<file path="src/lkd_pkg.sv">
// Package for the resistor-ladder keypad decoder with debounce.
// Holds the transfer payload types, the key band table and the ring sizing.
// No dependencies.
`timescale 1ns / 1ps

package lkd_pkg;

  // Debounce ring depth (valid range 2 to 16) and the width of its write pointer
  localparam int DEBOUNCE_DEPTH = 4;
  localparam int HIST_IDX_W     = (DEBOUNCE_DEPTH > 1) ? $clog2(DEBOUNCE_DEPTH) : 1;

  localparam int SAMPLE_W = 16;
  localparam int KEY_W    = 7;
  localparam int CODE_W   = 8;

  // Ascending band tops of the divider; a reading below a top maps to its key
  localparam int BAND_COUNT = 12;

  localparam logic [SAMPLE_W-1:0] BAND_TOP [BAND_COUNT] = '{
    16'h0140, 16'h03c0, 16'h06e0, 16'h0b00, 16'h0fc0, 16'h1560,
    16'h1d00, 16'h2720, 16'h34a0, 16'h4a20, 16'h6e00, 16'h9a80
  };

  // ASCII codes: '3' '6' '9' 'b' '2' '5' '8' '0' '1' '4' '7' 'k'
  localparam logic [KEY_W-1:0] BAND_KEY [BAND_COUNT] = '{
    7'h33, 7'h36, 7'h39, 7'h62, 7'h32, 7'h35,
    7'h38, 7'h30, 7'h31, 7'h34, 7'h37, 7'h6b
  };

  localparam logic [KEY_W-1:0]  KEY_NONE   = '0;
  localparam logic [CODE_W-1:0] PRESS_FLAG = 8'h80;

  // One sampling tick
  typedef struct packed {
    logic [SAMPLE_W-1:0] adc_sample;
    logic                hold;
  } in_t;

  // One tick result
  typedef struct packed {
    logic [KEY_W-1:0]  debounced_key;
    logic              event_valid;
    logic [CODE_W-1:0] event_code;
    logic              released;
  } out_t;

endpackage

</file>
<file path="src/ladder_keypad_decoder_debounce.sv">
// Resistor-ladder keypad decoder with debounce, top level.
// One input transfer is one sampling tick: a left-adjusted 16-bit ADC reading and a hold
// flag. An unheld reading maps through twelve threshold bands to an ASCII key code
// (0 above the top band, including the no-key region), which enters a 4-deep ring; when
// all ring entries agree the debounced key takes that code, and a change yields an event
// (press: key | 0x80, release: old key with the released flag). Every input transfer
// gives exactly one result transfer: an input register, then the band compare, ring update
// and event logic, all combinational, into the result register. A new
// tick is taken every cycle while the result side keeps up; a result waiting on out_stall
// holds the input register, and in_stall rises only once both registers are full.
// Depends on lkd_pkg, lkd_ladder and lkd_debounce.
`timescale 1ns / 1ps

module ladder_keypad_decoder_debounce (
  input  logic          clk,
  input  logic          rst_n,
  input  logic          in_valid,
  output logic          in_stall,
  input  lkd_pkg::in_t  in_data,
  output logic          out_valid,
  input  logic          out_stall,
  output lkd_pkg::out_t out_data
);

  logic                      s1_valid_r, s1_valid_nxt;
  lkd_pkg::in_t              s1_data_r;
  logic                      res_free;
  logic                      step;
  logic                      in_xfer;
  logic [lkd_pkg::KEY_W-1:0] key_code;

  // Input register drains into the result register whenever that can load
  assign step     = s1_valid_r && res_free;
  assign in_stall = s1_valid_r && !res_free;
  assign in_xfer  = in_valid && !in_stall;

  always_comb begin
    if (in_xfer) begin
      s1_valid_nxt = 1'b1;
    end else if (step) begin
      s1_valid_nxt = 1'b0;
    end else begin
      s1_valid_nxt = s1_valid_r;
    end
  end

  always_ff @(posedge clk) begin
    if (!rst_n) begin
      s1_valid_r <= 1'b0;
    end else begin
      s1_valid_r <= s1_valid_nxt;
    end
  end

  always_ff @(posedge clk) begin
    if (in_xfer) begin
      s1_data_r <= in_data;
    end
  end

  // Band lookup
  lkd_ladder u_ladder (
    .adc_sample (s1_data_r.adc_sample),
    .key_code   (key_code)
  );

  // Debounce and result register
  lkd_debounce u_debounce (
    .clk       (clk),
    .rst_n     (rst_n),
    .step      (step),
    .hold      (s1_data_r.hold),
    .key_code  (key_code),
    .res_free  (res_free),
    .out_valid (out_valid),
    .out_stall (out_stall),
    .out_data  (out_data)
  );

endmodule

</file>
<file path="src/lkd_ladder.sv">
// Threshold ladder: maps an ADC reading to an ASCII key code.
// Depends on lkd_pkg for the band table.
`timescale 1ns / 1ps

module lkd_ladder (
  input  logic [lkd_pkg::SAMPLE_W-1:0] adc_sample,
  output logic [lkd_pkg::KEY_W-1:0]    key_code
);

  // Parallel compares; the lowest band that holds the reading wins
  always_comb begin
    key_code = lkd_pkg::KEY_NONE;
    for (int b = lkd_pkg::BAND_COUNT - 1; b >= 0; b--) begin
      if (adc_sample < lkd_pkg::BAND_TOP[b]) begin
        key_code = lkd_pkg::BAND_KEY[b];
      end
    end
  end

endmodule

</file>
<file path="src/lkd_debounce.sv">
// Debounce ring, stable key tracking, event generation and result register.
// Depends on lkd_pkg; fed by lkd_ladder through the top level.
`timescale 1ns / 1ps

module lkd_debounce (
  input  logic                      clk,
  input  logic                      rst_n,
  input  logic                      step,       // process one tick this cycle
  input  logic                      hold,
  input  logic [lkd_pkg::KEY_W-1:0] key_code,
  output logic                      res_free,   // result register can load
  output logic                      out_valid,
  input  logic                      out_stall,
  output lkd_pkg::out_t             out_data
);

  logic [lkd_pkg::KEY_W-1:0]      hist_r   [lkd_pkg::DEBOUNCE_DEPTH];
  logic [lkd_pkg::KEY_W-1:0]      hist_nxt [lkd_pkg::DEBOUNCE_DEPTH];
  logic [lkd_pkg::HIST_IDX_W-1:0] idx_r, idx_nxt;
  logic [lkd_pkg::KEY_W-1:0]      stable_r, stable_nxt;
  logic                           agree;
  logic                           out_valid_r, out_valid_nxt;
  lkd_pkg::out_t                  out_data_r, out_data_nxt;

  assign res_free = !(out_valid_r && out_stall);

  // Ring write: the new code lands at the write pointer
  always_comb begin
    for (int i = 0; i < lkd_pkg::DEBOUNCE_DEPTH; i++) begin
      hist_nxt[i] = hist_r[i];
    end
    if (!hold) begin
      hist_nxt[idx_r] = key_code;
    end
  end

  // Pointer wraps at the ring depth
  always_comb begin
    idx_nxt = idx_r;
    if (!hold) begin
      if (idx_r == lkd_pkg::HIST_IDX_W'(lkd_pkg::DEBOUNCE_DEPTH - 1)) begin
        idx_nxt = '0;
      end else begin
        idx_nxt = idx_r + 1'b1;
      end
    end
  end

  // All entries equal after the write
  always_comb begin
    agree = 1'b1;
    for (int i = 1; i < lkd_pkg::DEBOUNCE_DEPTH; i++) begin
      if (hist_nxt[i] != hist_nxt[0]) begin
        agree = 1'b0;
      end
    end
  end

  // Stable key update and event build
  always_comb begin
    stable_nxt   = stable_r;
    out_data_nxt = '0;
    if (!hold && agree && hist_nxt[0] != stable_r) begin
      stable_nxt               = hist_nxt[0];
      out_data_nxt.event_valid = 1'b1;
      if (hist_nxt[0] != lkd_pkg::KEY_NONE) begin
        out_data_nxt.event_code = {1'b0, hist_nxt[0]} | lkd_pkg::PRESS_FLAG;
      end else begin
        out_data_nxt.event_code = {1'b0, stable_r};
        out_data_nxt.released   = 1'b1;
      end
    end
    out_data_nxt.debounced_key = stable_nxt;
  end

  // Result register valid: loads on a step, holds while stalled
  always_comb begin
    if (step) begin
      out_valid_nxt = 1'b1;
    end else if (out_valid_r && out_stall) begin
      out_valid_nxt = 1'b1;
    end else begin
      out_valid_nxt = 1'b0;
    end
  end

  // Debounce state and result register
  always_ff @(posedge clk) begin
    if (!rst_n) begin
      for (int i = 0; i < lkd_pkg::DEBOUNCE_DEPTH; i++) begin
        hist_r[i] <= lkd_pkg::KEY_NONE;
      end
      idx_r       <= '0;
      stable_r    <= lkd_pkg::KEY_NONE;
      out_valid_r <= 1'b0;
    end else begin
      out_valid_r <= out_valid_nxt;
      if (step) begin
        for (int i = 0; i < lkd_pkg::DEBOUNCE_DEPTH; i++) begin
          hist_r[i] <= hist_nxt[i];
        end
        idx_r    <= idx_nxt;
        stable_r <= stable_nxt;
      end
    end
  end

  // Result payload needs no reset
  always_ff @(posedge clk) begin
    if (step) begin
      out_data_r <= out_data_nxt;
    end
  end

  assign out_valid = out_valid_r;
  assign out_data  = out_data_r;

`ifndef SYNTHESIS
  // A press event carries the new stable key with the press flag
  a_press_code: assert property (@(posedge clk) disable iff (!rst_n)
    (out_valid_r && out_data_r.event_valid && !out_data_r.released) |->
      (out_data_r.event_code[lkd_pkg::CODE_W-1] &&
       out_data_r.event_code[lkd_pkg::KEY_W-1:0] == out_data_r.debounced_key))
    else $error("press event code does not match debounced key");

  // A release leaves no key and names a real key
  a_release: assert property (@(posedge clk) disable iff (!rst_n)
    (out_valid_r && out_data_r.released) |->
      (out_data_r.event_valid && out_data_r.debounced_key == lkd_pkg::KEY_NONE &&
       out_data_r.event_code != '0 && !out_data_r.event_code[lkd_pkg::CODE_W-1]))
    else $error("malformed release event");

  // A held tick leaves the debounce state untouched
  a_hold_stable: assert property (@(posedge clk) disable iff (!rst_n)
    (step && hold) |=> ($stable(stable_r) && $stable(idx_r)))
    else $error("held tick changed debounce state");

  // Write pointer stays inside the ring
  a_idx_range: assert property (@(posedge clk) disable iff (!rst_n)
    32'(idx_r) < lkd_pkg::DEBOUNCE_DEPTH)
    else $error("ring pointer out of range");

  // A stalled result is not overwritten
  a_no_overrun: assert property (@(posedge clk) disable iff (!rst_n)
    (out_valid_r && out_stall) |-> !step)
    else $error("result register loaded while stalled");
`endif

endmodule
</file>
<file path="config.mk">
export PLATFORM = sky130hd
export DESIGN_NAME = ladder_keypad_decoder_debounce
export DESIGN_NICKNAME = d
export VERILOG_FILES = /design/src/lkd_pkg.sv /design/src/ladder_keypad_decoder_debounce.sv /design/src/lkd_ladder.sv /design/src/lkd_debounce.sv
export SDC_FILE = /design/constraint.sdc
export NUM_CORES = 1
export LEC_CHECK = 0
export BUFFER_PORTS_ARGS = -buffer_cell sky130_fd_sc_hd__buf_4
export CORE_MARGIN = 2
export CORE_UTILIZATION = 30
export CTS_BUF_LIST = sky130_fd_sc_hd__clkbuf_8
export DETAILED_ROUTE_END_ITERATION = 6
export MAX_ROUTING_LAYER = met4
export PLACE_DENSITY = 0.51
export SYNTH_ARGS = -nofsm -noshare
export SYNTH_HDL_FRONTEND = slang
export SYNTH_SLANG_ARGS = --single-unit
</file>
<file path="constraint.sdc">
create_clock -name clk -period 6.7 [get_ports clk]
set_input_delay 1.34 -clock clk [delete_from_list [all_inputs] [get_ports clk]]
set_output_delay 1.34 -clock clk [all_outputs]
set_load 0.02 [all_outputs]
</file>
==> results of run 1 <==
[cell usage after synthesis, drive strengths merged (10+ instances only)]
library cell	n
a211oi	14
a21oi	29
a31oi	12
and3	10
buf	10
clkbuf	16
dfxtp	11
edfxtp	57
inv	19
mux2i	11
nand2	49
nand3	10
nor2	54
nor3	13
o21ai	22
[per-stage QoR]
stage	area, µm²	total power, mW	utilization (%)	hold WS (ps)	worst slack [ps]
2_1_floorplan	4300	0.621	-	450	3690
3_3_place_gp	4670	0.668	33.5	479	2870
3_5_place_dp	4670	0.670	33.5	494	2890
4_1_cts	4850	1.00	34.8	511	2820
5_1_grt	4850	1.04	34.8	551	2520
6_report	4850	0.991	34.8	500	2800
[logic make-up (layout without fill, tap and decap cells)]
family                   count (synthesis)  count (layout)  share of synthesized area, %
XOR/XNOR                                 8               8                          1.63
adder cells (fa/ha/maj)                  4               4                          1.16
buffers and inverters                   45              73                          4.97
flip-flops                              68              68                          44.9
AND/OR/NAND/NOR                        165             165                          18.6
AO/OA/AOI/OAI                          141             141                          25.2
multiplexers                            15              15                          3.61
[layer usage]
metal  up-vias  part of all wire, %
li1       1753                    -
met5         -                    0
met4         0                  1.0
met1      1745                   46
met2       111                   47
met3         8                  6.4
[layout by cell type (no fill, tap or decap), types with 4 or more instances in the layout]
| cell type | netlist | layout |
|---|---|---|
| edfxtp_1 | 57 | 57 |
| nor2_1 | 53 | 53 |
| nand2_1 | 49 | 49 |
| buf_4 | 3 | 38 |
| a21oi_1 | 27 | 27 |
| inv_1 | 19 | 21 |
| o21ai_0 | 19 | 19 |
| a211oi_1 | 13 | 13 |
| mux2i_1 | 11 | 11 |
| a31oi_1 | 11 | 11 |
| nor3_1 | 11 | 11 |
| dfxtp_1 | 11 | 11 |
| and3_1 | 10 | 10 |
| nand3_1 | 9 | 9 |
| clkbuf_8 | 0 | 9 |
| xnor2_1 | 8 | 8 |
| nor2b_1 | 6 | 6 |
| o221ai_1 | 6 | 6 |
| nand2b_1 | 4 | 4 |
| o31a_1 | 4 | 4 |
| o21a_1 | 4 | 4 |
| o22ai_1 | 4 | 4 |
| mux2_2 | 4 | 4 |
| ha_1 | 4 | 4 |
[critical path, delay by kind of cell (launching register included)]
kind	cells	cell delay, ps
compound gates	5	2110
mux	1	350
flops	1	600
simple gates	2	580
[registers in the layout, summed over array words and instances (netlist names)]
name / flops
u_debounce.stable_r: 7
s1_valid_r: 1
u_debounce.hist_r: 28
u_debounce.out_valid: 1
s1_data_r: 12
u_debounce.idx_r: 2
u_debounce.out_data: 17
[final timing paths]
kind / to / slack, ps / cells past startpoint
setup / recovery: u_debounce.out_data[16] / 2800 / 8
hold / removal: u_debounce.out_valid / 500 / 2
setup reg to reg: u_debounce.out_data[16] / 2800 / 8
hold reg to reg: u_debounce.out_valid / 500 / 2
[final cells by class]
cell class              instances  area (µm²)
clock buffers                   9         124
clock inverters                 7        60.1
fillers                      1434        9080
inverters                      19        71.3
multi-input cells             333        2160
flip-flops and latches         68        1930
well taps                     180         225
repair buffers                 38         285
[power by group]
part | internal [mW] | switching, mW | total [mW] | leakage, nW
clock | 0.167 | 0.162 | 0.329 | 0.101
sequential | 0.479 | 0.0222 | 0.501 | 0.677
combinational | 0.0586 | 0.103 | 0.161 | 0.967
total | 0.705 | 0.286 | 0.991 | 1.75
==> reports/qor.yml, run 1 <==
routing:
  ant_nets: 0
  drtIter0Drc: 350
  vias: 3617
  wl_um: 11700
  drc: 0
  first_pass_iters: 5
  wire_per_inst_um: 17.9
  via_per_inst: 5.53
logic_synthesis:
  syn_area_per_cell_um2: 9.65
  synth_edf_count: 57
  synth_top_cell_area_share_pct: 39.8
  yosys_warnings: 0
  synth_area_leader_cell: "edfxtp_1"
  async_flop_share_pct: 0
  synthDistinctLibCells: 76
  synth_top_flop_cell: "edfxtp_1"
  synth-seq-cells: 68
  seq_area_frac_synth_pct: 44.9
  netlist_area_um2: 4300
  netlist_instances: 446
  synth_fp_nets: 471
  netlist_top_cells_area: "edfxtp_1, dfxtp_1, nor2_1"
floorplan:
  die_h_um: 124
  fp-row-count: 43
  core-area_um2: 13900
  num_io_pins: 40
  die_w_um: 124
  dieArea_um2: 15300
  start_util_pct: 30.9
placement:
  hpwl_um: 8300
  dpl.cell_count: 638
  place_congestion: 0.861
  portBuffers: 34
worst_setup_path:
  end_kind: "register"
  startpoint_type: "register"
  crit_path_cell_trace: "and4b_1, o211ai_1, a22oi_1, o311ai_0, a2111oi_2, a221oi_2, nand3_4, mux2_2"
  r2r-start: "s1_data_r[12]"
  critical_path_required_ps: 6820
  path_class: "reg2reg"
  worst_path_max_delay_cell: "edfxtp_1"
  worstSetupStartpoint: "s1_data_r[12]"
  cp_max_fo: 17
  critPathArrivalTime_ps: 4020
  critical-path-max-stage-delay_ps: 600
outcome:
  outcome: "complete, no violations"
hold_path:
  hold_class: "reg2reg"
  min_from: "s1_valid_r"
global_route:
  met1_usage_pct: 21.7
  overflow: 0
  grt.total_usage_pct: 16.6
  grt_pass1_vias: 3330
  antenna_found_initial: 0
  grtUsageMet3_pct: 4.76
  top_usage_layer: "met2"
  grtUsageMet2_pct: 25.2
  grt_pass1_wl_um: 18400
  grt_max_degree: 29
sta:
  min_period_ps: 3900
  setup_viol: 0
  slew_viol_final: 0
  slew_headroom_pct: 28.0
  fmax_mhz: 256
  hold_viol: 0
  setup_tns_ps: 0
  worst_pin_slew_ps: 1080
  finalClockSkew_ps: 13.7
  rsz0062_at_grt: "no"
  min_period_over_period_pct: 58.2
clocking:
  ctsHtreeMaxLevel: 3
  ctsResizeCount: 0
  post_cts_buffers: 0
  hold_buffers: 0
  clk_latency_ps: 370
  cts_buffer_depth: 2
  cts-root-buf: "clkbuf_8"
  clk_pin_slew_ps: 80
  cts.sinks: 68
  numCtsBuffers: 9
  cts_tree: "done"
pwr:
  p_leak_nw: 1.75
  power_density_nw_per_um2: 204
  ir_drop_v: 0.0000760
final_layout:
  syn_to_final_growth_pct: 12.8
  drive_gt1_share_pct: 16.9
  n_antenna_cell: 0
  nets: 494
  final_cells: 654
flow_run:
  cap_violations: 0
(Power assumes the default switching activity.)
==> run 2, diff against run 1 <==
==> constraint.sdc (replaced) <==
create_clock -name clk -period 3.9 [get_ports clk]
set_input_delay 0.78 -clock clk [delete_from_list [all_inputs] [get_ports clk]]
set_output_delay 0.78 -clock clk [all_outputs]
set_load 0.02 [all_outputs]
==> reports/qor.yml, run 2 (synthesis results as in run 1) <==
clocking:
  ctsHtreeMaxLevel: 3
  post_cts_buffers: 0
  cts_buffer_depth: 2
  cts.sinks: 68
  clk_pin_slew_ps: 80
  numCtsBuffers: 9
  hold_buffers: 0
  clk_latency_ps: 360
  cts-root-buf: "clkbuf_8"
  ctsResizeCount: 0
  cts_tree: "done"
worst_setup_path:
  critical-path-max-stage-delay_ps: 560
  critPathArrivalTime_ps: 3760
  timing.rr.end: "u_debounce.out_data[14]"
  reg2regPathDepth: 9
  path_common_cell: "mux2_2"
  r2r-start: "s1_data_r[12]"
  ff2ff_setup_slack_ps: 250
  critPathTopFamily: "compound AO/OA/AOI/OAI gates"
  worst-path-buf-inv: 0
  worst_path_max_delay_cell: "edfxtp_1"
  path_class: "reg2reg"
  cp_max_fo: 14
  startpoint_type: "register"
  crit_path_cell_trace: "and4b_1, o211ai_1, a22o_1, nor2_2, mux2_2, o2111ai_1, nor4_2, nand3_4, mux2_2"
  critical_path_required_ps: 4010
  end_kind: "register"
sta:
  min_period_ps: 3650
  whs_ps: 505
  min_period_over_period_pct: 93.6
  rsz0062_at_grt: "no"
  fmax_mhz: 274
  slew_viol_final: 0
  finalClockSkew_ps: 10.2
  setup_tns_ps: 0
  slew_headroom_pct: 24.2
  setup_viol: 0
  worst_pin_slew_ps: 1130
  hold_viol: 0
pwr:
  ir_drop_v: 0.000196
  p_leak_nw: 1.85
  power_density_nw_per_um2: 357
  power.total_mw: 1.80
final_layout:
  n_antenna_cell: 0
  final_common_cell: "buf_4"
  largest_register_ffs: 28
  largest-register: "u_debounce.hist_r"
  postLayoutCellArea_um2: 5040
  nets: 514
  drive_gt1_share_pct: 20.6
  layout_common_cells: "buf_4, edfxtp_1, nor2_1"
  syn_to_final_growth_pct: 17.0
  final_cells: 674
global_route:
  antenna_found_initial: 0
  grt.total_usage_pct: 16.6
  grt_pass1_wl_um: 18700
  grt_pass1_vias: 3416
  grt_max_degree: 29
  overflow: 0
hold_path:
  hold_depth: 2
  min_from: "s1_valid_r"
  hold_class: "reg2reg"
  min_delay_worst_endpoint: "u_debounce.out_valid"
floorplan:
  core-area_um2: 13900
  fp-row-count: 43
  die_h_um: 124
  die_w_um: 124
  dieArea_um2: 15300
  num_io_pins: 40
  start_util_pct: 30.9
flow_run:
  cap_violations: 0
routing:
  wl_um: 11800
  first_pass_iters: 5
  drtIter0Drc: 228
  ant_nets: 0
  wire_per_inst_um: 17.5
  vias: 3671
  drc: 0
  via_per_inst: 5.45
placement:
  place_congestion: 0.887
  portBuffers: 34
  hpwl_um: 8560
  dpl.cell_count: 658
  place_area_um2: 4820
outcome:
  outcome: "complete, no violations"
## run 2: worst register-to-register path, stage by stage (launching register included)
cell       delay [ps]
edfxtp_1          560
and4b_1           340
o211ai_1          230
a22o_1            440
nor2_2            350
mux2_2            380
o2111ai_1         400
nor4_2            100
nand3_4           210
mux2_2            370
## run 2: final cells by class
cell class / instances / area (µm²)
clock buffers: 9 / 124
inverters: 19 / 71.3
fillers: 1419 / 8900
well taps: 180 / 225
multi-input cells: 333 / 2160
repair buffers: 58 / 435
flip-flops and latches: 68 / 1930
clock inverters: 7 / 91.3
## run 2: where the power goes
group	internal, mW	switching, mW	total (mW)	leakage [nW]
logic	0.114	0.179	0.293	1.06
registers	0.822	0.0370	0.859	0.677
clock network	0.357	0.289	0.647	0.109
## run 2: how the worst max path moves through the flow
| stage | from | end | slack (ps) | depth (start not counted) |
|---|---|---|---|---|
| 6_report | s1_data_r[12] | u_debounce.out_data[14] | 250 | 9 |
| 5_1_grt | s1_data_r[12] | u_debounce.out_data[14] | 50 | 9 |
| 4_1_cts | s1_data_r[11] | u_debounce.out_data[14] | 280 | 9 |
| 3_5_place_dp | s1_data_r[11] | u_debounce.out_data[14] | 280 | 9 |
| 3_3_place_gp | s1_data_r[10] | u_debounce.out_data[14] | 290 | 9 |
| 2_1_floorplan | s1_data_r[10] | u_debounce.out_data[14] | 890 | 9 |
## run 2: through the flow
stage	utilization [%]	setup WS [ps]
after global routing	36.1	49.8
after floorplan	-	887
final	36.1	248
after global placement	34.6	289
after CTS	36.1	276
after detailed placement	34.6	281
## run 2: per-layer routing
layer	GRT usage (%)	wire length, µm
met1	22.2	5550
met2	25.0	5390
met3	3.66	684
met4	5.26	180
met5	-	0
